$ cat src/rtl/core/mpr_pkg.sv
`timescale 1ns / 1ps

package mpr_pkg;

  // Store geometry.
  localparam int unsigned LIFE        = 4;
  localparam int unsigned MAX_SAMPLES = 32768;
  localparam int unsigned MAX_DIM     = 4096;
  localparam int unsigned STORE_DEPTH = LIFE * MAX_SAMPLES;

  localparam int unsigned ADDR_W  = $clog2(STORE_DEPTH);
  localparam int unsigned SLOT_W  = (LIFE > 1) ? $clog2(LIFE) : 1;
  localparam int unsigned SIDX_W  = $clog2(MAX_SAMPLES + 2);
  localparam int unsigned COUNT_W = $clog2(MAX_SAMPLES + 1);
  localparam int unsigned POS_W   = $clog2(MAX_DIM);
  localparam int unsigned DIM_W   = $clog2(MAX_DIM + 1);

  // Fixed field widths.
  localparam int unsigned CFG_DIM_W  = 13;
  localparam int unsigned STEP_W     = 5;
  localparam int unsigned PH_W       = 4;
  localparam int unsigned MAX_STEP   = 16;
  localparam int unsigned CH_W       = 8;
  localparam int unsigned PIX_W      = 3 * CH_W;
  localparam int unsigned DIST_W     = 18;
  localparam int unsigned CNT_OUT_W  = 16;
  localparam int unsigned RATIO_W    = 17;
  localparam int unsigned CFG_DATA_W = 18;
  localparam int unsigned CFG_IDX_W  = 3;

  // Frame-end ratio arithmetic.
  localparam int unsigned SQ_W   = 9;
  localparam int unsigned DEN_W  = 2 * DIM_W;
  localparam int unsigned NUM_W  = COUNT_W + SQ_W;
  localparam int unsigned REM_W  = (NUM_W > DEN_W + 1) ? NUM_W : DEN_W + 1;
  localparam int unsigned ITER_W = $clog2(RATIO_W);

  // Register reset values.
  localparam logic [CFG_DIM_W-1:0] RST_WIDTH  = CFG_DIM_W'(640);
  localparam logic [CFG_DIM_W-1:0] RST_HEIGHT = CFG_DIM_W'(480);
  localparam logic [STEP_W-1:0]    RST_STEP   = STEP_W'(4);
  localparam logic [CH_W-1:0]      RST_GTHR   = CH_W'(20);
  localparam logic [DIST_W-1:0]    RST_CTHR   = DIST_W'(400);

  typedef enum logic [CFG_IDX_W-1:0] {
    CFG_FRAME_WIDTH  = 3'd0,
    CFG_FRAME_HEIGHT = 3'd1,
    CFG_SAMPLE_STEP  = 3'd2,
    CFG_COLOR_MODE   = 3'd3,
    CFG_GRAY_THR     = 3'd4,
    CFG_COLOR_THR_SQ = 3'd5
  } cfg_reg_e;

  typedef enum logic [2:0] {
    DV_IDLE,
    DV_MUL,
    DV_CHECK,
    DV_DIV,
    DV_DONE
  } div_state_e;

  typedef struct packed {
    logic [CH_W-1:0] chan0;
    logic [CH_W-1:0] chan1;
    logic [CH_W-1:0] chan2;
  } pix_t;

  typedef struct packed {
    logic [CNT_OUT_W-1:0] moving_count;
    logic [RATIO_W-1:0]   moving_ratio;
    logic                 capacity_overflow;
  } res_t;

  typedef struct packed {
    logic               start;
    logic               ovf;
    logic [COUNT_W-1:0] count;
  } div_req_t;

  typedef struct packed {
    logic [DIM_W-1:0]  width;
    logic [DIM_W-1:0]  height;
    logic [STEP_W-1:0] step;
  } geom_t;

  function automatic logic [DIM_W-1:0] clamp_dim(input logic [CFG_DIM_W-1:0] v);
    logic [DIM_W-1:0] r;
    if (v == '0) begin
      r = DIM_W'(1);
    end else if (32'(v) > MAX_DIM) begin
      r = DIM_W'(MAX_DIM);
    end else begin
      r = DIM_W'(v);
    end
    return r;
  endfunction

  function automatic logic [STEP_W-1:0] clamp_step(input logic [STEP_W-1:0] v);
    logic [STEP_W-1:0] r;
    if (v == '0) begin
      r = STEP_W'(1);
    end else if (32'(v) > MAX_STEP) begin
      r = STEP_W'(MAX_STEP);
    end else begin
      r = v;
    end
    return r;
  endfunction

endpackage

$ cat src/rtl/core/mpr_motion_cmp.sv
`timescale 1ns / 1ps

// Decides whether a sample moved against its reference pixel.
module mpr_motion_cmp (
  input  logic [mpr_pkg::PIX_W-1:0]  cur_i,
  input  logic [mpr_pkg::PIX_W-1:0]  ref_i,
  input  logic                       color_i,
  input  logic [mpr_pkg::CH_W-1:0]   gray_thr_i,
  input  logic [mpr_pkg::DIST_W-1:0] color_thr_i,
  output logic                       moving_o
);

  function automatic logic [mpr_pkg::CH_W-1:0] abs_diff(
    input logic [mpr_pkg::CH_W-1:0] a,
    input logic [mpr_pkg::CH_W-1:0] b
  );
    return (a >= b) ? a - b : b - a;
  endfunction

  logic [mpr_pkg::CH_W-1:0]   d0, d1, d2;
  logic [2*mpr_pkg::CH_W-1:0] sq0, sq1, sq2;
  logic [mpr_pkg::DIST_W-1:0] dist_sq;

  always_comb begin
    d0      = abs_diff(cur_i[7:0], ref_i[7:0]);
    d1      = abs_diff(cur_i[15:8], ref_i[15:8]);
    d2      = abs_diff(cur_i[23:16], ref_i[23:16]);
    sq0     = d0 * d0;
    sq1     = d1 * d1;
    sq2     = d2 * d2;
    dist_sq = mpr_pkg::DIST_W'(sq0) + mpr_pkg::DIST_W'(sq1) + mpr_pkg::DIST_W'(sq2);
    if (color_i) begin
      moving_o = dist_sq > color_thr_i;
    end else begin
      moving_o = d0 > gray_thr_i;
    end
  end

endmodule

$ cat config.mk
export PLATFORM = sky130hd
export DESIGN_NAME = mpr_motion_cmp
export DESIGN_NICKNAME = d
export VERILOG_FILES = /design/src/rtl/core/mpr_pkg.sv /design/src/rtl/core/mpr_motion_cmp.sv
export SDC_FILE = /design/constraint.sdc
export NUM_CORES = 1
export LEC_CHECK = 0
export BUFFER_PORTS_ARGS = -buffer_cell sky130_fd_sc_hd__buf_2
export CAP_MARGIN = 20
export CORE_MARGIN = 2
export CORE_UTILIZATION = 61
export DETAILED_ROUTE_END_ITERATION = 16
export PLACE_DENSITY = 0.82
export SLEW_MARGIN = 20
export SYNTH_ARGS = -nofsm -noshare
export SYNTH_HDL_FRONTEND = slang
export SYNTH_SLANG_ARGS = --single-unit
$ cat constraint.sdc
create_clock -name vclk -period 18.05
set_input_delay 0.9025 -clock vclk [all_inputs]
set_output_delay 0.9025 -clock vclk [all_outputs]
set_load 0.05 [all_outputs]
==> run summary, run 1 <==
The fraction of the core area covered by cells at the end of the flow was 0.663. The min-delay analysis places its worst path in the category in -> out. The final-stage net count came out at 1,400. The run gives 1,115 as the total of fill cells in the finished design. The logs give 6,736 for the via count of the first global-routing pass and 0 for the count of maximum capacitance violations. For the combined flip-flop and latch cell area, the log shows 0 um^2. The run gives 0 as the sequential share of the synthesized area. Setup violations remaining at the end of the flow were counted as 0. The fraction of layout instances using a drive strength above 1 works out to 0.105. The post-CTS setup buffer count is 0. There are 0 flip-flops and latches. The post-synth design cell area came out at 8150 um^2.

The library cell used most frequently in the layout, excluding fill and tap cells, is inv_1. STA classifies the critical path endpoint as a primary output. The logs give 291 for the number of DRC markers in iteration 0 and 6,329 for the total number of vias. The largest fanout on the critical path was 13; the number of antenna violations at the first check in global routing was 0.

The y dimension of the die was 120 um. The tools report the final-layout clock buffer total as 0. The final hold violation count was 0; the number of top-level design ports was 76. Averaged over all synthesized cells, the footprint is 8.41 um^2. The largest total area in the synthesized netlist belongs to fa_1.

The yosys synthesis warning count is 0, and the number of port buffers is 76. After synthesis, the netlist uses 62 different library cells. The number of search-and-repair iterations in the first detailed-routing pass is 6, and the post-detailed-route count of antenna-violating nets is 0. The first global-routing pass estimated 29.2 mm of wire. After floorplanning, the core was divided into 42 placement rows. The effective utilization at floorplan came out at 0.621. The area added between synthesis and finish is 6.78%. The tools report the half-perimeter wire length after detailed placement as 14.8 mm. Entering global routing, the biggest net connects 14 pins. The largest individual stage delay along the critical path comes from the cell xor2_1.

Critical setup path kind: in -> out. In the post-synthesis netlist, the biggest area contributors are fa_1 34%, ha_1 23%, inv_1 13%. The relative max-transition margin came out at 0.286. The flow ran to the end, and the final reports show no timing, DRC or antenna violations. The tools report the global-route usage over all layers as 0.245.

The most numerous cell type found on the critical path is fa_1. The detail-routed via count per cell works out to 5.23. End point of the critical path: moving_o. The highest clock frequency the design can meet came out at 87.8 MHz. Number of design rule violations left after detail routing: 0. Fraction of synthesized cell area taken by the top area cell type: 0.339. Dividing the detail-routed wire length by the instance count gives 13.7 um. In the layout the commonest cells are 287 x inv_1, 151 x ha_1, 138 x fa_1.

At the end of routability-driven placement, the weighted congestion stood at 0.860. The number of hold buffers added after CTS was 0. The floorplan step defined a die boundary enclosing 14,300 um^2.

Beginning of the critical path: cur_i[16]. For this run, the slowest stage of the critical path takes 0.78 ns. The data arrival time of the worst path came out at 10.49 ns. The required arrival time at the worst endpoint was 17.15 ns; the die width was 120 um. Minimum clock period: 11.39 ns. In the final timing run, aggregate negative setup slack is 0 ns. The floorplan step defined a core boundary enclosing 13,100 um^2. Synthesis produced 970 cells.

The total length of routed wires came out at 16.6 mm. The worst setup path is launched from a primary input. Share of the clock period used by the worst path: 0.631. The post-CTS resize count is 0. Setup repair after global routing left no endpoint under its margin. The transition time at the pin with the least slew margin works out to 1.06 ns.

The max-slew violation count was 0; the total overflow reported by the global router was 0. The logs give 0 for the number of diodes and 1,334 for the total nets after synthesis.
[logic make-up (layout without fill, tap and decap cells)]
group           count (synthesis)  after routing  synth area share
buf+inv                       303            367             0.142
fa+ha+maj                     289            289             0.571
simple gates                  188            188             0.110
compound gates                138            138             0.115
xor+xnor                       33             33            0.0373
mux                            19             19            0.0244
[critical path, delay by kind of cell]
| kind | cells | cell delay [ns] |
|---|---|---|
| adder cells (fa/ha/maj) | 10 | 4.72 |
| AO/OA/AOI/OAI | 11 | 2.39 |
| XOR/XNOR | 2 | 0.88 |
| AND/OR/NAND/NOR | 5 | 0.85 |
| buffers and inverters | 6 | 0.49 |
| multiplexers | 1 | 0.25 |
[synth_stat cells (all sizes together) (2+ instances only)]
cell type	count
nand2	29
xor2	14
ha	151
a211o	2
and3	5
a221oi	2
a31oi	6
o31ai	3
o21ai	15
mux2	4
a21oi	47
mux2i	15
nand3	2
o21a	9
nand4	9
a21o	26
nand3b	4
a31o	2
inv	289
or2	8
fa	138
buf	6
xnor2	19
and2	3
o21bai	7
nor2b	4
or4	2
o211ai	6
nor2	88
a211oi	3
a221o	4
nor3	7
nand2b	22
clkbuf	8
[worst min path at each step]
stage,start,to,slack (ns),cells after the start
2_1_floorplan,color_i,moving_o,2.09,1
5_1_grt,color_i,moving_o,2.31,3
6_report,color_i,moving_o,2.30,3
4_1_cts,color_i,moving_o,2.29,3
3_3_place_gp,color_i,moving_o,2.29,3
3_5_place_dp,color_i,moving_o,2.29,3
[routing by layer]
layer | track usage | vias up | wire length [um]
met4 | 0.0419 | 0 | 243
li1 | - | 3126 | -
met1 | 0.321 | 3047 | 7210
met2 | 0.456 | 136 | 8540
met3 | 0.00951 | 20 | 577
met5 | 0 | - | 0
[layout make-up]
| class | count | area [um^2] | area share |
|---|---|---|---|
| Inverter | 289 | 1080 | 0.125 |
| Multi-Input combinational cell | 667 | 7010 | 0.805 |
| Tap cell | 176 | 220 | 0.0253 |
| Timing Repair Buffer | 78 | 395 | 0.0454 |
[metrics by stage]
stage	hold WS (ns)	worst slack (ns)	area (um^2)	cells
after floorplan	2.09	7.97	8150	970
after detailed placement	2.29	6.68	8700	1210
final	2.30	6.66	8710	1210
after CTS	2.29	6.65	8700	1210
after global routing	2.31	6.16	8710	1210
after global placement	2.29	6.76	8700	1210
Power of run 1 is left out: the tool's default activity adds up to more than one toggle a clock period on the data nets, which glitch-free logic cannot reach.
==> run 2, diff against run 1 <==
ABC_AREA = 1   (was default)
CORE_UTILIZATION = 58   (was 61)
PLACE_DENSITY = 0.81   (was 0.82)
clock period = 9.86 ns   (was 18.05 ns; I/O delays follow)
==> run 2 against run 1 <==
Against the previous run: design area increased by 8.2%; sequential share of layout area unchanged; largest cell class unchanged; hold slack got worse by 0.88 ns.
==> run summary, run 2 <==
The final-layout clock buffer total is 0, and the post-synth design cell area is 8850 um^2. The repair_antennas step left the layout with diodes totalling 0. Counting instances, the worst hold path has a depth of 5.

The largest single stage delay on the critical path is 0.56 ns. The first-pass GRT wire length was 32.1 mm; the number of port buffers was 76. The worst hold endpoint was moving_o. The final-stage net count is 1,655, and the worst hold-check slack is 1.42 ns.

In this run the worst path has a maximum fanout of 9. Setup violations remaining at the end of the flow were counted as 0. Critical setup path kind: in -> out. For this design, the slowest cell found on the critical path is fa_1.

Routability-driven placement finished with a final weighted congestion of 0.929. Max-cap violations in this run came to 0. In the post-synthesis netlist, the cell with the most instances is inv_1. The core region area is 15,000 um^2.

The sort of element at the end of the critical path was a primary output. In the final layout, the multi-input gates occupy 7380 um^2. For the number of DRC markers in iteration 0, the log shows 434.

For the global routing usage on met2, the log shows 0.437. Once detailed placement completed, the half-perimeter wirelength came to 16.6 mm. Sequential cells placed in the final layout were counted as 0.

The final hold violation count is 0, and the average routed wire per standard cell is 12.2 um. Entering global routing, the biggest net connects 12 pins. The met3 usage in global routing came out at 0.0105. The relative max-transition margin was 0.645; the total die area was 16,300 um^2. The run gives 0.311 as the met1 track demand over resource. The total overflow left after global routing is 0. The die width works out to 127 um.

Transition time at the pin with the least slew margin: 0.527 ns. Setup repair after global routing left no endpoint under its margin. The yosys synthesis warning count was 0; the area added between synthesis and finish was 6.51%. Post-CTS timing repair inserted 0 buffers for setup.

The worst setup path is launched from a primary input. The number of nets in the synthesized netlist is 1,584. For this block, the via count after detailed routing is 7,381.

The fraction of layout instances using a drive strength above 1 works out to 0.119. The run gives 0.588 as the effective utilization at floorplan. The y dimension of the die is 127 um, and the share of the clock period used by the worst path is 0.931. Once detail routing completed, the nets flagged for antenna violations numbered 0. Leaving out fill and tap cells, the most frequent cell in the layout is inv_1. Across the whole layout, storage elements account for 0 um^2. The highest clock frequency the design can meet is 109 MHz, and the sequential share of the synthesized area is 0. The cell type with the highest aggregate area in the netlist is fa_1. Total length of routed wires: 18.0 mm.

The max-slew violation count was 0. In this run the worst hold path is classified as in -> out. By count the netlist is led by 358 x inv_1, 231 x nand2_1, 151 x ha_1. After floorplanning, the core was divided into 45 placement rows. Using the TritonRoute via totals, the vias-per-cell ratio works out to 5.00.

The logs give 9.37 ns for the required arrival time at the worst endpoint and 34 for the number of different library cells in the post-synthesis netlist. The number of design rule violations left after detail routing came out at 0. The most crowded layer after global routing was met2. STA puts the critical path data arrival time at 8.69 ns.

The global-route usage over all layers came out at 0.236. The top cell types in the final layout, fill and taps aside, are 358 x inv_1, 231 x nand2_1, 151 x ha_1. The startpoint identified for the worst hold timing path is color_i.

The number of antenna violations at the first check in global routing is 0. The fraction of synthesized cell area taken by the top area cell type is 0.312. After synthesis, the mean cell area works out to 7.25 um^2. The layout has 1,349 filler cells. Ranked by total cell area, the synthesized netlist is headed by fa_1 31%, ha_1 21%, inv_1 15%. For this run, the detailed router's first-pass iteration total came to 5. Number of instances in the synthesized netlist: 1,220. The clock period could shrink to 9.18 ns. Total negative slack: 0 ns. The flow ran to the end, and the final reports show no timing, DRC or antenna violations. For the via count of the first global-routing pass, the log shows 7,474.

Pin placement for this block handled 76 I/O pins.
## run 2: worst max-delay path by stage
stage,start,end,slack (ns),cells past startpoint
global placement,cur_i[0],moving_o,0.77,41
detailed placement,cur_i[0],moving_o,0.65,37
CTS,cur_i[0],moving_o,0.63,41
floorplan,cur_i[8],moving_o,1.40,36
global route,cur_i[0],moving_o,0.07,41
finish,cur_i[0],moving_o,0.68,41
## run 2: timing repair
item / CTS / global route
hold buffers: 0 / 0
gates resized for setup: 0 / 1
endpoints found under the setup margin: 0 / 1
## run 2: layer usage
metal | vias to the layer above | part of all wire
li1 | 3736 | -
met2 | 159 | 0.50
met4 | 0 | 0.022
met3 | 26 | 0.041
met5 | - | 0
met1 | 3460 | 0.44
## run 2: cell families (layout without fill, tap and decap cells)
kind of cell,count (synthesis),after routing,synth area share
buf+inv,382,451,0.166
simple gates,430,430,0.219
xor+xnor,33,33,0.0327
compound gates,86,86,0.0566
fa+ha+maj,289,289,0.526
## run 2: cell type report
| cell class | count | share of cell area |
|---|---|---|
| inverters | 374 | 0.150 |
| multi-input cells | 838 | 0.784 |
| well taps | 188 | 0.0250 |
| repair buffers | 77 | 0.0412 |
## run 2: worst max-delay path, delay by kind of cell
kind / cells / cell delay (ns)
adders and majority gates: 11 / 4.72
buffers and inverters: 10 / 0.89
and+or+nand+nor: 15 / 1.64
xor gates and xnor gates: 1 / 0.16
AOI/OAI and AO/OA: 4 / 0.78
## run 2: metrics by stage
| step | utilization | cell area (um^2) | setup slack, ns | instances |
|---|---|---|---|---|
| global placement | 0.626 | 9410 | 0.772 | 1477 |
| detailed placement | 0.626 | 9410 | 0.650 | 1477 |
| global route | 0.627 | 9420 | 0.0731 | 1477 |
| CTS | 0.626 | 9410 | 0.632 | 1477 |
| floorplan | - | 8850 | 1.40 | 1220 |
| finish | 0.627 | 9420 | 0.676 | 1477 |
Power of run 2 is left out for the same reason.
