File: src/rtl/core/mpr_pkg.sv
`timescale 1ns / 1ps

package mpr_pkg;

  // Store geometry.
  localparam int unsigned LIFE        = 4;
  localparam int unsigned MAX_SAMPLES = 32768;
  localparam int unsigned MAX_DIM     = 4096;
  localparam int unsigned STORE_DEPTH = LIFE * MAX_SAMPLES;

  localparam int unsigned ADDR_W  = $clog2(STORE_DEPTH);
  localparam int unsigned SLOT_W  = (LIFE > 1) ? $clog2(LIFE) : 1;
  localparam int unsigned SIDX_W  = $clog2(MAX_SAMPLES + 2);
  localparam int unsigned COUNT_W = $clog2(MAX_SAMPLES + 1);
  localparam int unsigned POS_W   = $clog2(MAX_DIM);
  localparam int unsigned DIM_W   = $clog2(MAX_DIM + 1);

  // Fixed field widths.
  localparam int unsigned CFG_DIM_W  = 13;
  localparam int unsigned STEP_W     = 5;
  localparam int unsigned PH_W       = 4;
  localparam int unsigned MAX_STEP   = 16;
  localparam int unsigned CH_W       = 8;
  localparam int unsigned PIX_W      = 3 * CH_W;
  localparam int unsigned DIST_W     = 18;
  localparam int unsigned CNT_OUT_W  = 16;
  localparam int unsigned RATIO_W    = 17;
  localparam int unsigned CFG_DATA_W = 18;
  localparam int unsigned CFG_IDX_W  = 3;

  // Frame-end ratio arithmetic.
  localparam int unsigned SQ_W   = 9;
  localparam int unsigned DEN_W  = 2 * DIM_W;
  localparam int unsigned NUM_W  = COUNT_W + SQ_W;
  localparam int unsigned REM_W  = (NUM_W > DEN_W + 1) ? NUM_W : DEN_W + 1;
  localparam int unsigned ITER_W = $clog2(RATIO_W);

  // Register reset values.
  localparam logic [CFG_DIM_W-1:0] RST_WIDTH  = CFG_DIM_W'(640);
  localparam logic [CFG_DIM_W-1:0] RST_HEIGHT = CFG_DIM_W'(480);
  localparam logic [STEP_W-1:0]    RST_STEP   = STEP_W'(4);
  localparam logic [CH_W-1:0]      RST_GTHR   = CH_W'(20);
  localparam logic [DIST_W-1:0]    RST_CTHR   = DIST_W'(400);

  typedef enum logic [CFG_IDX_W-1:0] {
    CFG_FRAME_WIDTH  = 3'd0,
    CFG_FRAME_HEIGHT = 3'd1,
    CFG_SAMPLE_STEP  = 3'd2,
    CFG_COLOR_MODE   = 3'd3,
    CFG_GRAY_THR     = 3'd4,
    CFG_COLOR_THR_SQ = 3'd5
  } cfg_reg_e;

  typedef enum logic [2:0] {
    DV_IDLE,
    DV_MUL,
    DV_CHECK,
    DV_DIV,
    DV_DONE
  } div_state_e;

  typedef struct packed {
    logic [CH_W-1:0] chan0;
    logic [CH_W-1:0] chan1;
    logic [CH_W-1:0] chan2;
  } pix_t;

  typedef struct packed {
    logic [CNT_OUT_W-1:0] moving_count;
    logic [RATIO_W-1:0]   moving_ratio;
    logic                 capacity_overflow;
  } res_t;

  typedef struct packed {
    logic               start;
    logic               ovf;
    logic [COUNT_W-1:0] count;
  } div_req_t;

  typedef struct packed {
    logic [DIM_W-1:0]  width;
    logic [DIM_W-1:0]  height;
    logic [STEP_W-1:0] step;
  } geom_t;

  function automatic logic [DIM_W-1:0] clamp_dim(input logic [CFG_DIM_W-1:0] v);
    logic [DIM_W-1:0] r;
    if (v == '0) begin
      r = DIM_W'(1);
    end else if (32'(v) > MAX_DIM) begin
      r = DIM_W'(MAX_DIM);
    end else begin
      r = DIM_W'(v);
    end
    return r;
  endfunction

  function automatic logic [STEP_W-1:0] clamp_step(input logic [STEP_W-1:0] v);
    logic [STEP_W-1:0] r;
    if (v == '0) begin
      r = STEP_W'(1);
    end else if (32'(v) > MAX_STEP) begin
      r = STEP_W'(MAX_STEP);
    end else begin
      r = v;
    end
    return r;
  endfunction

endpackage

File: src/rtl/core/mpr_ratio_div.sv
`timescale 1ns / 1ps

// Frame-end unit: forms count*step*step and width*height, then divides one
// quotient bit per cycle unless saturated, and holds the finished result item.
module mpr_ratio_div (
  input  logic              clk_i,
  input  logic              rst_ni,
  input  mpr_pkg::div_req_t req_i,
  input  mpr_pkg::geom_t    geom_i,
  output logic              busy_o,
  output logic              res_valid_o,
  input  logic              res_ready_i,
  output mpr_pkg::res_t     res_o
);

  mpr_pkg::div_state_e state_q, state_d;

  logic [mpr_pkg::COUNT_W-1:0] cnt_q;
  logic                        ovf_q;
  logic [mpr_pkg::SQ_W-1:0]    sq_q;
  logic [mpr_pkg::DEN_W-1:0]   den_q;
  logic [mpr_pkg::REM_W-1:0]   num_q;
  logic [mpr_pkg::REM_W-1:0]   rem_q;
  logic [mpr_pkg::RATIO_W-1:0] quo_q;
  logic [mpr_pkg::ITER_W-1:0]  iter_q;

  logic [mpr_pkg::REM_W-1:0] den_ext;
  logic [mpr_pkg::REM_W-1:0] den_x2;
  logic                      saturate;
  logic                      qbit;
  logic [mpr_pkg::REM_W-1:0] rem_sub;
  logic                      last_iter;

  assign den_ext   = mpr_pkg::REM_W'(den_q);
  assign den_x2    = den_ext << 1;
  assign saturate  = num_q >= den_x2;
  assign qbit      = rem_q >= den_ext;
  assign rem_sub   = qbit ? rem_q - den_ext : rem_q;
  assign last_iter = iter_q == mpr_pkg::ITER_W'(mpr_pkg::RATIO_W - 1);

  always_ff @(posedge clk_i or negedge rst_ni) begin
    if (!rst_ni) begin
      state_q <= mpr_pkg::DV_IDLE;
    end else begin
      state_q <= state_d;
    end
  end

  always_comb begin
    state_d     = state_q;
    busy_o      = 1'b1;
    res_valid_o = 1'b0;
    case (state_q)
      mpr_pkg::DV_IDLE: begin
        busy_o = 1'b0;
        if (req_i.start) begin
          state_d = mpr_pkg::DV_MUL;
        end
      end
      mpr_pkg::DV_MUL: begin
        state_d = mpr_pkg::DV_CHECK;
      end
      mpr_pkg::DV_CHECK: begin
        state_d = saturate ? mpr_pkg::DV_DONE : mpr_pkg::DV_DIV;
      end
      mpr_pkg::DV_DIV: begin
        if (last_iter) begin
          state_d = mpr_pkg::DV_DONE;
        end
      end
      mpr_pkg::DV_DONE: begin
        res_valid_o = 1'b1;
        if (res_ready_i) begin
          state_d = mpr_pkg::DV_IDLE;
        end
      end
      default: begin
        state_d = mpr_pkg::DV_IDLE;
      end
    endcase
  end

  always_ff @(posedge clk_i) begin
    case (state_q)
      mpr_pkg::DV_IDLE: begin
        if (req_i.start) begin
          cnt_q <= req_i.count;
          ovf_q <= req_i.ovf;
          sq_q  <= mpr_pkg::SQ_W'(geom_i.step * geom_i.step);
          den_q <= mpr_pkg::DEN_W'(geom_i.width) * mpr_pkg::DEN_W'(geom_i.height);
        end
      end
      mpr_pkg::DV_MUL: begin
        num_q <= mpr_pkg::REM_W'(cnt_q) * mpr_pkg::REM_W'(sq_q);
      end
      mpr_pkg::DV_CHECK: begin
        rem_q  <= num_q;
        iter_q <= '0;
        quo_q  <= saturate ? '1 : '0;
      end
      mpr_pkg::DV_DIV: begin
        rem_q  <= rem_sub << 1;
        quo_q  <= {quo_q[mpr_pkg::RATIO_W-2:0], qbit};
        iter_q <= iter_q + mpr_pkg::ITER_W'(1);
      end
      default: begin
      end
    endcase
  end

  always_comb begin
    res_o.moving_count = (32'(cnt_q) > 32'hFFFF) ? '1 : mpr_pkg::CNT_OUT_W'(cnt_q);
    res_o.moving_ratio = quo_q;
    res_o.capacity_overflow = ovf_q;
  end

`ifndef ASSERT_OFF
  a_start_when_idle : assert property (@(posedge clk_i) disable iff (!rst_ni)
    req_i.start |-> state_q == mpr_pkg::DV_IDLE)
    else $error("frame-end request while ratio unit busy");

  a_rem_bound : assert property (@(posedge clk_i) disable iff (!rst_ni)
    state_q == mpr_pkg::DV_DIV |-> rem_q < den_x2)
    else $error("partial remainder out of range");

  a_result_held : assert property (@(posedge clk_i) disable iff (!rst_ni)
    (res_valid_o && !res_ready_i) |=> (res_valid_o && $stable(res_o)))
    else $error("waiting result item changed or was dropped");
`endif

endmodule

File: config.mk
export PLATFORM = sky130hd
export DESIGN_NAME = mpr_ratio_div
export DESIGN_NICKNAME = d
export VERILOG_FILES = /design/src/rtl/core/mpr_pkg.sv /design/src/rtl/core/mpr_ratio_div.sv
export SDC_FILE = /design/constraint.sdc
export NUM_CORES = 1
export LEC_CHECK = 0
export BUFFER_PORTS_ARGS = -buffer_cell sky130_fd_sc_hd__buf_2
export CAP_MARGIN = 20
export CORE_AREA = 2 2 241 243
export DETAILED_ROUTE_END_ITERATION = 8
export DIE_AREA = 0 0 243 245
export SYNTH_ARGS = -nofsm -noshare
export SYNTH_HDL_FRONTEND = slang
export SYNTH_SLANG_ARGS = --single-unit
File: constraint.sdc
create_clock -name clk_i -period 5.6 [get_ports clk_i]
set_input_delay 0 -clock clk_i [delete_from_list [all_inputs] [get_ports clk_i]]
set_output_delay 0 -clock clk_i [all_outputs]
set_load 0.01 [all_outputs]
==> summary.txt, run 1 <==
Clocking
  • Num CTS Buffers: 17
  • CTS max path bufs: 2
  • # clock sinks: around 130
  • Root Driver: clkbuf_16
  • H-tree Lvls: 4
  • # Post-CTS Setup Buffers: 0
  • CTS tree: done
  • Clk slew on worst S/H paths: approximately 0.060 ns
  • Clk_lat worst skew: roughly 0.44 ns

Setup path
  • Arrival time worst endpoint: between 5 and 6 ns
  • Crit path largest cell delay: slightly above 0.7 ns
  • Crit Path Class: flip-flop to flip-flop
  • Cell family with most CP delay: adder cells
  • R2r worst-path depth: 16
  • R2R setup slack: approximately 0.33 ns
  • CP max stage cell: or4b_2
  • Startpoint types: flip-flop
  • CP bufs+invs: 2
  • Worst EP required: 5.79 ns
  • CP Launch Point: sq_q[4]$_DFFE_PP_
  • Most used cell, CP: fa_1
  • Crit-path cells: and2_1 > fa_1 > inv_1 > fa_1 > fa_1 > fa_1 > inv_1 > ha_1 > a21o_1 > a21o_1 > a21oi_1 > o211ai_1 > a31oi_1 > or4b_2 > a32oi_1 > xor2_1
  • FF-to-FF Start: sq_q[4]$_DFFE_PP_
  • Crit-path max FO: 16
  • Worst reg2reg endpoint: num_q[23]$_DFFE_PP_
  • Crit. End Element: flip-flop

STA
  • Maximum clock rate: about 190 MHz
  • RSZ-0062 raised after global routing: false
  • Slew margin rel.: a little over a fifth
  • Slew @ Worst Pin: around 1.2 ns
  • Final setup vio count: 0
  • Final hold violations: 0
  • Fin crit share: ~94%
  • Min Tclk post-route: about 5.3 ns
  • Clk_skew: 0.01400 ns
  • Final hold slack: 0.07716 ns
  • Final Slew Violations: 0

Global routing
  • First-pass GRT wire length: around 65 mm
  • Gr ovfl total: 0
  • Initial antenna violation count: 0
  • Largest net degree at the start of global routing: roughly 60
  • Vias in the first global route: ~13k
  • Tot GR Track Use: about 13%

Flow run
  • MaxCap Viol Count: 0

Synthesis
  • #FFs+latches synth: about 130
  • Synth Area in Compound Gates: 10.56%
  • Adder-cell share of the synthesized area: between 30 and 40%
  • Synth unique cells: 63
  • Primary FF master, synth: edfxtp_1
  • Ys async rst share: 2.344%
  • Number of synthesized flops with an enable pin: 125
  • Seq/Total Area, Yosys: 22.54%
  • Syn_nets: 2235
  • Synth Area in Simple Gates: 16.48%
  • Mapped cell area: ~0.017 mm²
  • Synthesized area per cell: approximately 9.5 µm²
  • XOR/XNOR share of the synthesized area: 3.196%
  • Synth warn: 0
  • Post-synthesis cell count: approximately 1.8k
  • Largest family of logic cells by synthesized area: adder cells
  • Mux contribution to synthesized area: 0%

Drt
  • Final WL: 38.02 mm
  • Iteration-0 DRC Markers: between 500 and 600
  • WL/cell: roughly 14 µm
  • Vias per cell: 4.684
  • TritonRoute pass-1 iters: 5
  • DR DRC count: 0
  • Vias: around 12k
  • Remaining antenna violation count: 0

Place
  • Placed cell area: 0.01831 mm²
  • Post-DP HPWL: about 30 mm
  • Placed Cells: between 2k and 3k
  • I/O Buffers: 87
  • Placer Congestion: 0.8530

Run status
  • Status: complete, no violations

Power and ir drop
  • NetSw: between 0.004 and 0.005 W
  • P_leak: about 9.2 nW
  • Logic pwr share: about two thirds
  • Cell-internal power: about 0.005 W
  • Sequential power share: between 20% and 30%
  • Sw Ratio: ~45%
  • Clk pwr share: a little over an eighth
  • PD cells: ~470 mW/mm²
  • Max VDD drop: 0.3436 mV

Floorplan
  • Ports: 88
  • Initial Utilization: a little under 30%
  • Die ar.: a little under 0.06 mm²
  • Core box area: 0.05703 mm²
  • Die Span X: around 240 µm
  • DIE HEIGHT: 245 µm
  • Site Rows: 88

Finish
  • Final-stage net count: between 2k and 2.5k
  • ANT cells: 0
  • Layout area overhead: 12.88%
  • Layout cell share with drive strength beyond 1: under 10%
  • Finished Cell Area: ~0.019 mm²
  • Final std cells w/o fill: approximately 2.7k

Worst hold path
  • Worst min-delay path class: input port to flip-flop
  • Hold path startpoint: geom_i[4]
  • WHS Endpoint: sq_q[8]$_DFFE_PP_
  • Worst Hold Depth: 4
## worst min-delay path: cells and delay by family
family                 cells  cell delay, ns
XOR/XNOR                   2            0.20
AND/OR/NAND/NOR            1            0.08
buffers and inverters      1            0.12
## synthesized netlist by cell type (all sizes together) (2+ instances only)
master	count	area, µm²
or4	3	22.52
nor2	71	269.0
o21ai	42	214.0
fa	209	4184
a31o	2	17.52
nor3	20	100.1
a21boi	2	15.01
and3	16	100.1
o31ai	4	30.03
xnor2	42	367.9
inv	326	1224
edfxtp	125	3754
a211o	6	52.55
a21oi	50	250.2
a41oi	4	35.03
a21o	53	397.9
o311ai	5	61.32
nand3	36	180.2
nor3b	2	15.01
nor2b	15	93.84
o31a	2	17.52
nand2	163	611.8
clkbuf	54	202.7
dfrtp	3	75.07
xor2	20	175.2
nor4	3	18.77
o211ai	4	30.03
buf	9	45.05
ha	189	2365
a32oi	2	17.52
a2111oi	6	71.32
nand4	11	68.82
o221ai	2	17.52
o2111ai	4	35.03
a211oi	9	80.08
o21a	17	127.6
o21bai	8	60.06
and2	197	1232
o41ai	4	35.03
a31oi	24	150.1
nand2b	7	43.79
## metal layers
metal  wire length [µm]  up-vias  share of wire, %  global-route usage (%)
met4                782        0               2.1                   4.096
li1                   -     5984                 -                       -
met5                  0        -                 0                       0
met1              16660     6192                44                   16.62
met2              19410      189                51                   24.57
met3               1172       48               3.1                   1.542
## worst max-delay path by stage
stage,endpoint,slack (ns),cells past startpoint
after detailed placement,den_q[25]$_DFFE_PP_,-0.007,20
after global routing,den_q[25]$_DFFE_PP_,0.06,20
after floorplan,den_q[24]$_DFFE_PP_,0.40,20
final,num_q[23]$_DFFE_PP_,0.33,16
after CTS,num_q[23]$_DFFE_PP_,0.32,16
after global placement,den_q[24]$_DFFE_PP_,0.13,22
## sequential cells by signal, indices dropped and copies added (netlist names), 3 cells and up
register	flops
num_q	25
state_q	3
cnt_q	16
rem_q	27
den_q	26
iter_q	5
quo_q	17
sq_q	8
## cell usage in the layout (no fill, tap or decap), drive strengths merged, types with 4 or more instances in the layout
| cell | instances |
|---|---|
| a2111oi | 6 |
| nor2 | 71 |
| o21ai | 42 |
| dlygate4sd3 | 22 |
| xnor2 | 42 |
| o211ai | 4 |
| and2 | 197 |
| edfxtp | 125 |
| and3 | 16 |
| fa | 209 |
| nor3 | 20 |
| nand2b | 7 |
| xor2 | 20 |
| a41oi | 4 |
| o21bai | 8 |
| clkbuf | 18 |
| o41ai | 4 |
| buf | 109 |
| o21a | 17 |
| bufinv | 4 |
| clkinv | 6 |
| o31ai | 4 |
| ha | 189 |
| nand3 | 36 |
| nand2 | 163 |
| o311ai | 5 |
| a31oi | 24 |
| a21oi | 50 |
| nor2b | 15 |
| o2111ai | 4 |
| a211oi | 9 |
| inv | 329 |
| a21o | 53 |
| nand4 | 11 |
| a211o | 6 |
## power groups by stage
stage          sequential, W  clock (W)  combinational [W]
5_1_grt              0.00192    0.00129            0.00678
3_3_place_gp         0.00190          0            0.00575
4_1_cts              0.00189    0.00126            0.00592
6_report             0.00189    0.00122            0.00585
3_5_place_dp         0.00190          0            0.00586
2_1_floorplan        0.00186          0            0.00457
## logic make-up after synthesis
kind of cell | Yosys count
other cells | 1
fa+ha+maj | 398
compound gates | 258
flops | 128
simple gates | 549
xor+xnor | 62
buf+inv | 389
## what timing repair did
item / 4_1_cts / 5_1_grt
endpoints found under the setup margin: 0 / 0
endpoints found under the hold margin: 23 / 0
gates resized for setup: 0 / 0
hold buffers: 22 / 0
## cell type report
class	instances	area (µm²)
fillers	5910	37860
multi-input cells	1268	11710
flip-flops and latches	128	3829
inverters	326	1224
well taps	765	957.2
repair buffers	131	820.8
clock buffers	18	429.2
clock inverters	14	207.7
## per-stage QoR
| stage | util (%) | setup TNS [ns] | power (W) | setup slack (ns) |
|---|---|---|---|---|
| CTS | 33.61 | 0 | 0.009067 | 0.3249 |
| finish | 33.62 | 0 | 0.008955 | 0.3344 |
| detailed placement | 32.11 | -0.006545 | 0.007766 | -0.006545 |
| global route | 33.62 | 0 | 0.009992 | 0.05750 |
| floorplan | - | 0 | 0.006432 | 0.4012 |
| global placement | 32.11 | 0 | 0.007654 | 0.1302 |
Note: power is estimated with default switching activity, not from simulation.
==> inputs of run 2 (changes only) <==
--- a/config.mk
+++ b/config.mk
@@ -5,11 +5,12 @@
 export SDC_FILE = /design/constraint.sdc
 export NUM_CORES = 1
 export LEC_CHECK = 0
+export ABC_AREA = 1
 export BUFFER_PORTS_ARGS = -buffer_cell sky130_fd_sc_hd__buf_2
 export CAP_MARGIN = 20
-export CORE_AREA = 2 2 241 243
+export CORE_AREA = 2 2 251 253
 export DETAILED_ROUTE_END_ITERATION = 8
-export DIE_AREA = 0 0 243 245
+export DIE_AREA = 0 0 253 255
 export SYNTH_ARGS = -nofsm -noshare
 export SYNTH_HDL_FRONTEND = slang
 export SYNTH_SLANG_ARGS = --single-unit
==> summary.txt, run 2 <==
Run status
  • Status: complete, no violations

Clocking
  • CTS max path bufs: 2 (unchanged)
  • Num CTS Buffers: 17 (unchanged)
  • CTS resizes: 0 (unchanged)
  • CTS tree: done
  • H-tree Lvls: 4 (unchanged)
  • # clock sinks: 128 (unchanged)
  • Clk_lat worst skew: 0.47 ns (+0.03 ns)
  • Root Driver: clkbuf_16
  • Clk slew on worst S/H paths: 0.06 ns (about the same)

Synthesis
  • Syn_nets: 2866 (+28%)
  • Mapped cell area: 0.01843 mm² (+8.5%)
  • Cell taking the most area after synthesis: fa_1
  • Mux contribution to synthesized area: 0% (unchanged)
  • #FFs+latches synth: 128 (unchanged)
  • Dominant cells by area after synthesis: fa_1 (23%), edfxtp_1 (20%), nand2_1 (14%), inv_1 (13%), ha_1 (13%)
  • Ys async rst share: 2.344% (unchanged)
  • Post-synth top area share: 22.71% (-1.9 points)
  • Adder-cell share of the synthesized area: 35.54% (-3.0 points)
  • Synth Area in Simple Gates: 22.04% (+5.6 points)
  • Synthesized area per cell: 7.627 µm² (-20%)
  • Seq/Total Area, Yosys: 20.78% (-1.8 points)
  • Post-synthesis cell count: 2416 (+35%)
  • Synth cell count leaders: nand2_1 (709), inv_1 (639), fa_1 (209)
  • Largest family of logic cells by synthesized area: adder cells
  • Synth warn: 0 (unchanged)
  • Number of synthesized flops with an enable pin: 125 (unchanged)
  • XOR/XNOR share of the synthesized area: 2.614% (-0.58 points)
  • Primary FF master, synth: edfxtp_1
  • Synth unique cells: 47 (-25%)
  • Synth Area in Compound Gates: 4.087% (-6.5 points)
  • Top-count cell post-synth: nand2_1

Setup path
  • FF-to-FF Start: sq_q[6]$_DFFE_PP_
  • Most used cell, CP: fa_1
  • CP max stage cell: edfxtp_1
  • Crit-path cells: nand2_1 > fa_1 > inv_1 > fa_1 > inv_1 > fa_1 > fa_1 > inv_1 > ha_1 > nand2_1 > nor4_1 > nand4_1 > nand3_1 > xor2_1
  • CP Launch Point: sq_q[6]$_DFFE_PP_
  • Worst EP required: 5.82 ns (+0.03 ns)
  • CP bufs+invs: 3 (+1)
  • Cell family with most CP delay: adder cells
  • Startpoint types: flip-flop
  • Crit-path max FO: 16 (unchanged)
  • Crit path largest cell delay: 0.80 ns (+0.09 ns)
  • Arrival time worst endpoint: 4.96 ns (-0.49 ns)
  • Crit Path Class: flip-flop to flip-flop
  • Crit. End Element: flip-flop

Drt
  • Iteration-0 DRC Markers: 808 (+52%)
  • Final WL: 43.80 mm (+15%)
  • WL met3: 1.468 mm (+25%)
  • Metal2 WL: 21.80 mm (+12%)
  • TritonRoute pass-1 iters: 5 (unchanged)
  • WL/cell: 13.31 µm (-7.2%)
  • Metal1 wirelength: 19.49 mm (+17%)
  • Vias per cell: 4.388 (-6.3%)
  • Top Metal Used: met4
  • DR DRC count: 0 (unchanged)
  • Vias: 14.44k (+16%)
  • Remaining antenna violation count: 0 (unchanged)

Place
  • I/O Buffers: 87 (unchanged)
  • Post-DP HPWL: 35.54 mm (+19%)
  • Placer Congestion: 0.8800 (+3.2%)

Flow run
  • MaxCap Viol Count: 0 (unchanged)

STA
  • Min Tclk post-route: 4.741 ns (-0.5244 ns)
  • RSZ-0062 raised after global routing: false
  • Final Slew Violations: 0 (unchanged)
  • Slew @ Worst Pin: 0.7521 ns (-0.4188 ns)
  • Final setup vio count: 0 (unchanged)
  • Slew margin rel.: 49.86% (+28 points)
  • Setup TNS Final: 0 ns (unchanged)
  • Clk_skew: 0.01973 ns (+0.005729 ns)
  • Final hold violations: 0 (unchanged)
  • Maximum clock rate: 210.9 MHz (+11%)
  • Fin crit share: 84.66% (-9.4 points)

Floorplan
  • Ports: 88 (unchanged)
  • Die Span X: 253 µm (+4.1%)
  • DIE HEIGHT: 255 µm (+4.1%)
  • Site Rows: 92 (+4.5%)
  • Die ar.: 0.06452 mm² (+8.4%)
  • Core box area: 0.06216 mm² (+9.0%)
  • Initial Utilization: 29.65% (-0.14 points)

Global routing
  • Tot GR Track Use: 14.27% (+0.80 points)
  • First-pass GRT wire length: 73.10 mm (+12%)
  • Gr ovfl total: 0 (unchanged)
  • Largest net degree at the start of global routing: 52 (-15%)
  • Initial antenna violation count: 0 (unchanged)
  • Vias in the first global route: 14.67k (+10%)

Finish
  • Fillers: 6633 (+12%)
  • Largest register FFs: 27 (unchanged)
  • ANT cells: 0 (unchanged)
  • Area of the multi-input gates: 0.01188 mm² (+1.4%)
  • Storage element area: 0.003829 mm² (unchanged)
  • Layout area overhead: 11.02%
  • Largest Register: rem_q
  • Final-stage net count: 2928 (+26%)
  • Layout cell share with drive strength beyond 1: 6.222% (-1.9 points)
  • Commonest non-fill, non-tap cell in the layout: nand2_1
  • Top flop regs: rem_q x27, den_q x26, num_q x25
  • Most frequent cells in the layout: nand2_1 (709), inv_1 (639), fa_1 (209), ha_1 (189), edfxtp_1 (125)

Worst hold path
  • Worst min-delay path class: input port to flip-flop
  • Hold path startpoint: geom_i[4]
-- run 2: changes by cell type after synthesis, sizes merged, moves of 18 or more --
cell | previous run | this run
a21oi | 50 | 76
a21o | 53 | 7
nand3 | 36 | 96
and2 | 197 | 1
inv | 326 | 643
xnor2 | 42 | 20
nand2 | 163 | 714
nor2 | 71 | 107
nand3b | 1 | 19
a31oi | 24 | 3
-- run 2: per-layer routing --
layer,GRT usage (%),vias to the layer above
met4,4.954,0
met2,25.28,233
met1,17.73,6810
met3,2.075,62
li1,-,7333
met5,0,-
-- run 2: cell type report --
cell class	count	share of cell area, %
Timing Repair Buffer	117	3.535
Clock inverter	13	0.8684
Inverter	645	11.83
Multi-Input combinational cell	1569	58.05
Sequential cell	128	18.71
Clock buffer	19	2.116
Tap cell	799	4.887
-- run 2: cell families after synthesis --
logic type / after synthesis
simple gates: 978
buf+inv: 719
fa+ha+maj: 398
compound gates: 137
flops: 128
xor+xnor: 55
other cells: 1
-- run 2: final timing paths --
path | to | cells after the start | slack, ns
max | num_q[22]$_DFFE_PP_ | 14 | 0.86
min | sq_q[8]$_DFFE_PP_ | 4 | 0.05
max reg2reg | num_q[22]$_DFFE_PP_ | 14 | 0.86
min reg2reg | quo_q[6]$_DFFE_PP_ | 2 | 0.55
max in group asynchronous | state_q[1]$_DFFE_PN0P_ | 3 | 5.03
min in group asynchronous | state_q[0]$_DFFE_PN0P_ | 3 | 0.41
-- run 2: timing repair --
item	in CTS	in global routing
setup buffers	0	0
endpoints found under the hold margin	25	0
hold buffers	25	0
-- run 2: through the flow --
stage	instance area, µm²	worst slack (ns)	std cells	hold WS, ns	util [%]
after floorplan	18430	1.147	2416	-0.2956	-
after global placement	19600	0.7065	3233	-0.1988	31.53
after detailed placement	19600	0.6882	3233	-0.1947	31.53
after CTS	20460	0.8956	3290	0.01701	32.91
after global routing	20460	0.6409	3290	0.08689	32.91
final	20460	0.8588	3290	0.05003	32.91
-- run 2: worst register-to-register path, stage by stage, from the launching register on --
cell and delay (ns):
edfxtp_1 0.80, nand2_1 0.17, fa_1 0.57, inv_1 0.05
fa_1 0.47, inv_1 0.05, fa_1 0.45, fa_1 0.49
inv_1 0.04, ha_1 0.36, nand2_1 0.16, nor4_1 0.53
nand4_1 0.17, nand3_1 0.12, xor2_1 0.06
Power of run 2 is not shown: default switching activity piles up to over one toggle a cycle in this logic, so the estimate is an artifact.
==> inputs of run 3 (changes only) <==
==> constraint.sdc (replaced) <==
create_clock -name clk_i -period 4.4 [get_ports clk_i]
set_input_delay 0 -clock clk_i [delete_from_list [all_inputs] [get_ports clk_i]]
set_output_delay 0 -clock clk_i [all_outputs]
set_load 0.01 [all_outputs]
==> summary.txt, run 3 (synthesis gave the netlist of run 2 again) <==
Setup path
  • Crit Path Class: flip-flop to flip-flop
  • CP max stage cell: fa_1
  • Crit-path max FO: 6 (-10)
  • Worst EP required: 4.60 ns (-1.22 ns)
  • Most used cell, CP: fa_1
  • Startpoint types: flip-flop
  • Crit-path cells: buf_4 > nand2_1 > inv_1 > fa_1 > inv_1 > fa_1 > fa_1 > fa_1 > inv_1 > ha_1 > a21oi_1 > o21ai_1 > a21oi_2 > nand3_1 > xor2_1
  • Arrival time worst endpoint: 4.42 ns (-0.54 ns)
  • FF-to-FF Start: cnt_q[11]$_DFFE_PP_
  • Crit. End Element: flip-flop
  • Crit path largest cell delay: 0.52 ns (-0.28 ns)
  • CP Launch Point: cnt_q[11]$_DFFE_PP_

Drt
  • WL/cell: 13.02 µm (-2.2%)
  • DR DRC count: 0 (unchanged)
  • Iteration-0 DRC Markers: 804 (-0.50%)
  • Vias per cell: 4.346 (-0.97%)
  • TritonRoute pass-1 iters: 5 (unchanged)
  • Final WL: 45.31 mm (+3.5%)
  • Vias: 15.12k (+4.7%)
  • Remaining antenna violation count: 0 (unchanged)

Clocking
  • # clock sinks: 128 (unchanged)
  • Clk slew on worst S/H paths: 0.06 ns (about the same)
  • CTS tree: done
  • Root Driver: clkbuf_16
  • H-tree Lvls: 4 (unchanged)
  • Clk_lat worst skew: 0.47 ns (about the same)
  • Num CTS Buffers: 17 (unchanged)
  • CTS max path bufs: 2 (unchanged)

Floorplan
  • Site Rows: 92 (unchanged)
  • Initial Utilization: 29.65% (unchanged)
  • Die Span X: 253 µm (unchanged)
  • DIE HEIGHT: 255 µm (unchanged)
  • Core box area: 0.06216 mm² (unchanged)
  • Die ar.: 0.06452 mm² (unchanged)
  • Ports: 88 (unchanged)

Global routing
  • First-pass GRT wire length: 76.47 mm (+4.6%)
  • Gr ovfl total: 0 (unchanged)
  • Tot GR Track Use: 14.86% (+0.58 points)
  • Largest net degree at the start of global routing: 52 (unchanged)
  • Initial antenna violation count: 0 (unchanged)
  • Vias in the first global route: 15.32k (+4.4%)

Finish
  • Largest register FFs: 27 (unchanged)
  • Layout area overhead: 20.84%
  • Most frequent cells in the layout: nand2_1 (702), inv_1 (639), fa_1 (209), buf_4 (188), ha_1 (178)
  • Layout cell share with drive strength beyond 1: 14.70% (+8.5 points)
  • Utilization after layout: 35.83% (+2.9 points)
  • ANT cells: 0 (unchanged)
  • Top flop regs: rem_q x27, den_q x26, num_q x25
  • Largest Register: rem_q
  • Fillers: 6538 (-1.4%)
  • Final-stage net count: 3117 (+6.5%)
  • Finished Cell Area: 0.02227 mm² (+8.8%)
  • Commonest non-fill, non-tap cell in the layout: nand2_1

STA
  • Slack of the critical path: 0.1800 ns (-0.6788 ns)
  • RSZ-0062 raised after global routing: true
  • Clk_skew: 0.01358 ns (-0.006146 ns)
  • Slew @ Worst Pin: 0.9531 ns (+0.2010 ns)
  • Slew margin rel.: 36.31% (-14 points)
  • Final Slew Violations: 0 (unchanged)
  • Fin crit share: 95.91% (+11 points)
  • Final hold violations: 0 (unchanged)
  • Min Tclk post-route: 4.220 ns (-0.5212 ns)
  • Final setup vio count: 0 (unchanged)
  • Maximum clock rate: 237.0 MHz (+12%)
  • Final hold slack: 0.07144 ns (+0.02140 ns)

Flow run
  • MaxCap Viol Count: 0 (unchanged)

Worst hold path
  • Worst min-delay path class: input port to flip-flop
  • Hold path startpoint: geom_i[18]

Place
  • I/O Buffers: 87 (unchanged)
  • DP Worst Slack: -0.4397 ns (-1.128 ns)
  • Post-DP HPWL: 37.37 mm (+5.2%)
  • Placed cell area: 0.02097 mm² (+7.0%)
  • Placer Congestion: 0.8874 (+0.84%)

Run status
  • Status: complete, no violations
run 3: cell types whose count changed in the layout (fill, tap and decap cells not counted), sizes merged:
cell / previous run / this run
buf: 92 / 280
clkbuf: 19 / 22
clkinv: 5 / 7
dlygate4sd3: 25 / 24
inv: 648 / 645
run 3: worst paths after layout:
path | endpoint | slack (ns) | cells after the start
worst max register to register | num_q[22]$_DFFE_PP_ | 0.18 | 15
min in group asynchronous | state_q[1]$_DFFE_PN0P_ | 0.43 | 3
max in group asynchronous | state_q[2]$_DFFE_PN0P_ | 3.82 | 3
worst max-delay path | num_q[22]$_DFFE_PP_ | 0.18 | 15
worst min register to register | quo_q[10]$_DFFE_PP_ | 0.55 | 2
worst min-delay path | den_q[0]$_DFFE_PP_ | 0.07 | 4
run 3: critical path, delay by kind of cell (launching register included):
kind,cells,cell delay (ns)
adder cells (fa/ha/maj),5,2.27
AND/OR/NAND/NOR,2,0.17
XOR/XNOR,1,0.15
AO/OA/AOI/OAI,3,0.54
buffers and inverters,4,0.34
flip-flops,1,0.50
run 3: through the flow:
stage | TNS [ns] | cells
after detailed placement | -2.768 | 3403
after floorplan | 0 | 2416
after CTS | 0 | 3466
after global routing | -0.1086 | 3479
final | 0 | 3479
after global placement | -2.267 | 3403
run 3: area by class of cell:
class / count / area [µm²] / share of cell area, %
inverter: 645 / 2421 / 10.87
timing repair buffer: 306 / 2223 / 9.984
clock inverter: 12 / 158.9 / 0.7136
clock buffer: 20 / 436.7 / 1.961
multi-input combinational: 1569 / 12200 / 54.79
sequential: 128 / 3829 / 17.19
tap: 799 / 999.7 / 4.489
run 3: routing by layer:
layer | track usage, % | vias up | wire length [µm]
li1 | - | 7714 | -
met1 | 19.00 | 7111 | 20660
met5 | 0 | - | 0
met3 | 2.370 | 63 | 1619
met4 | 4.869 | 0 | 1210
met2 | 25.60 | 231 | 21820
run 3: what timing repair did:
item                                    in CTS  in global routing
pin swaps                                    0                 11
hold buffers                                24                  0
endpoints found under the setup margin       8                 18
resized for setup                            5                 61
endpoints found under the hold margin       25                  0
setup buffers                                7                 13
Power of run 3 is left out for the same reason.
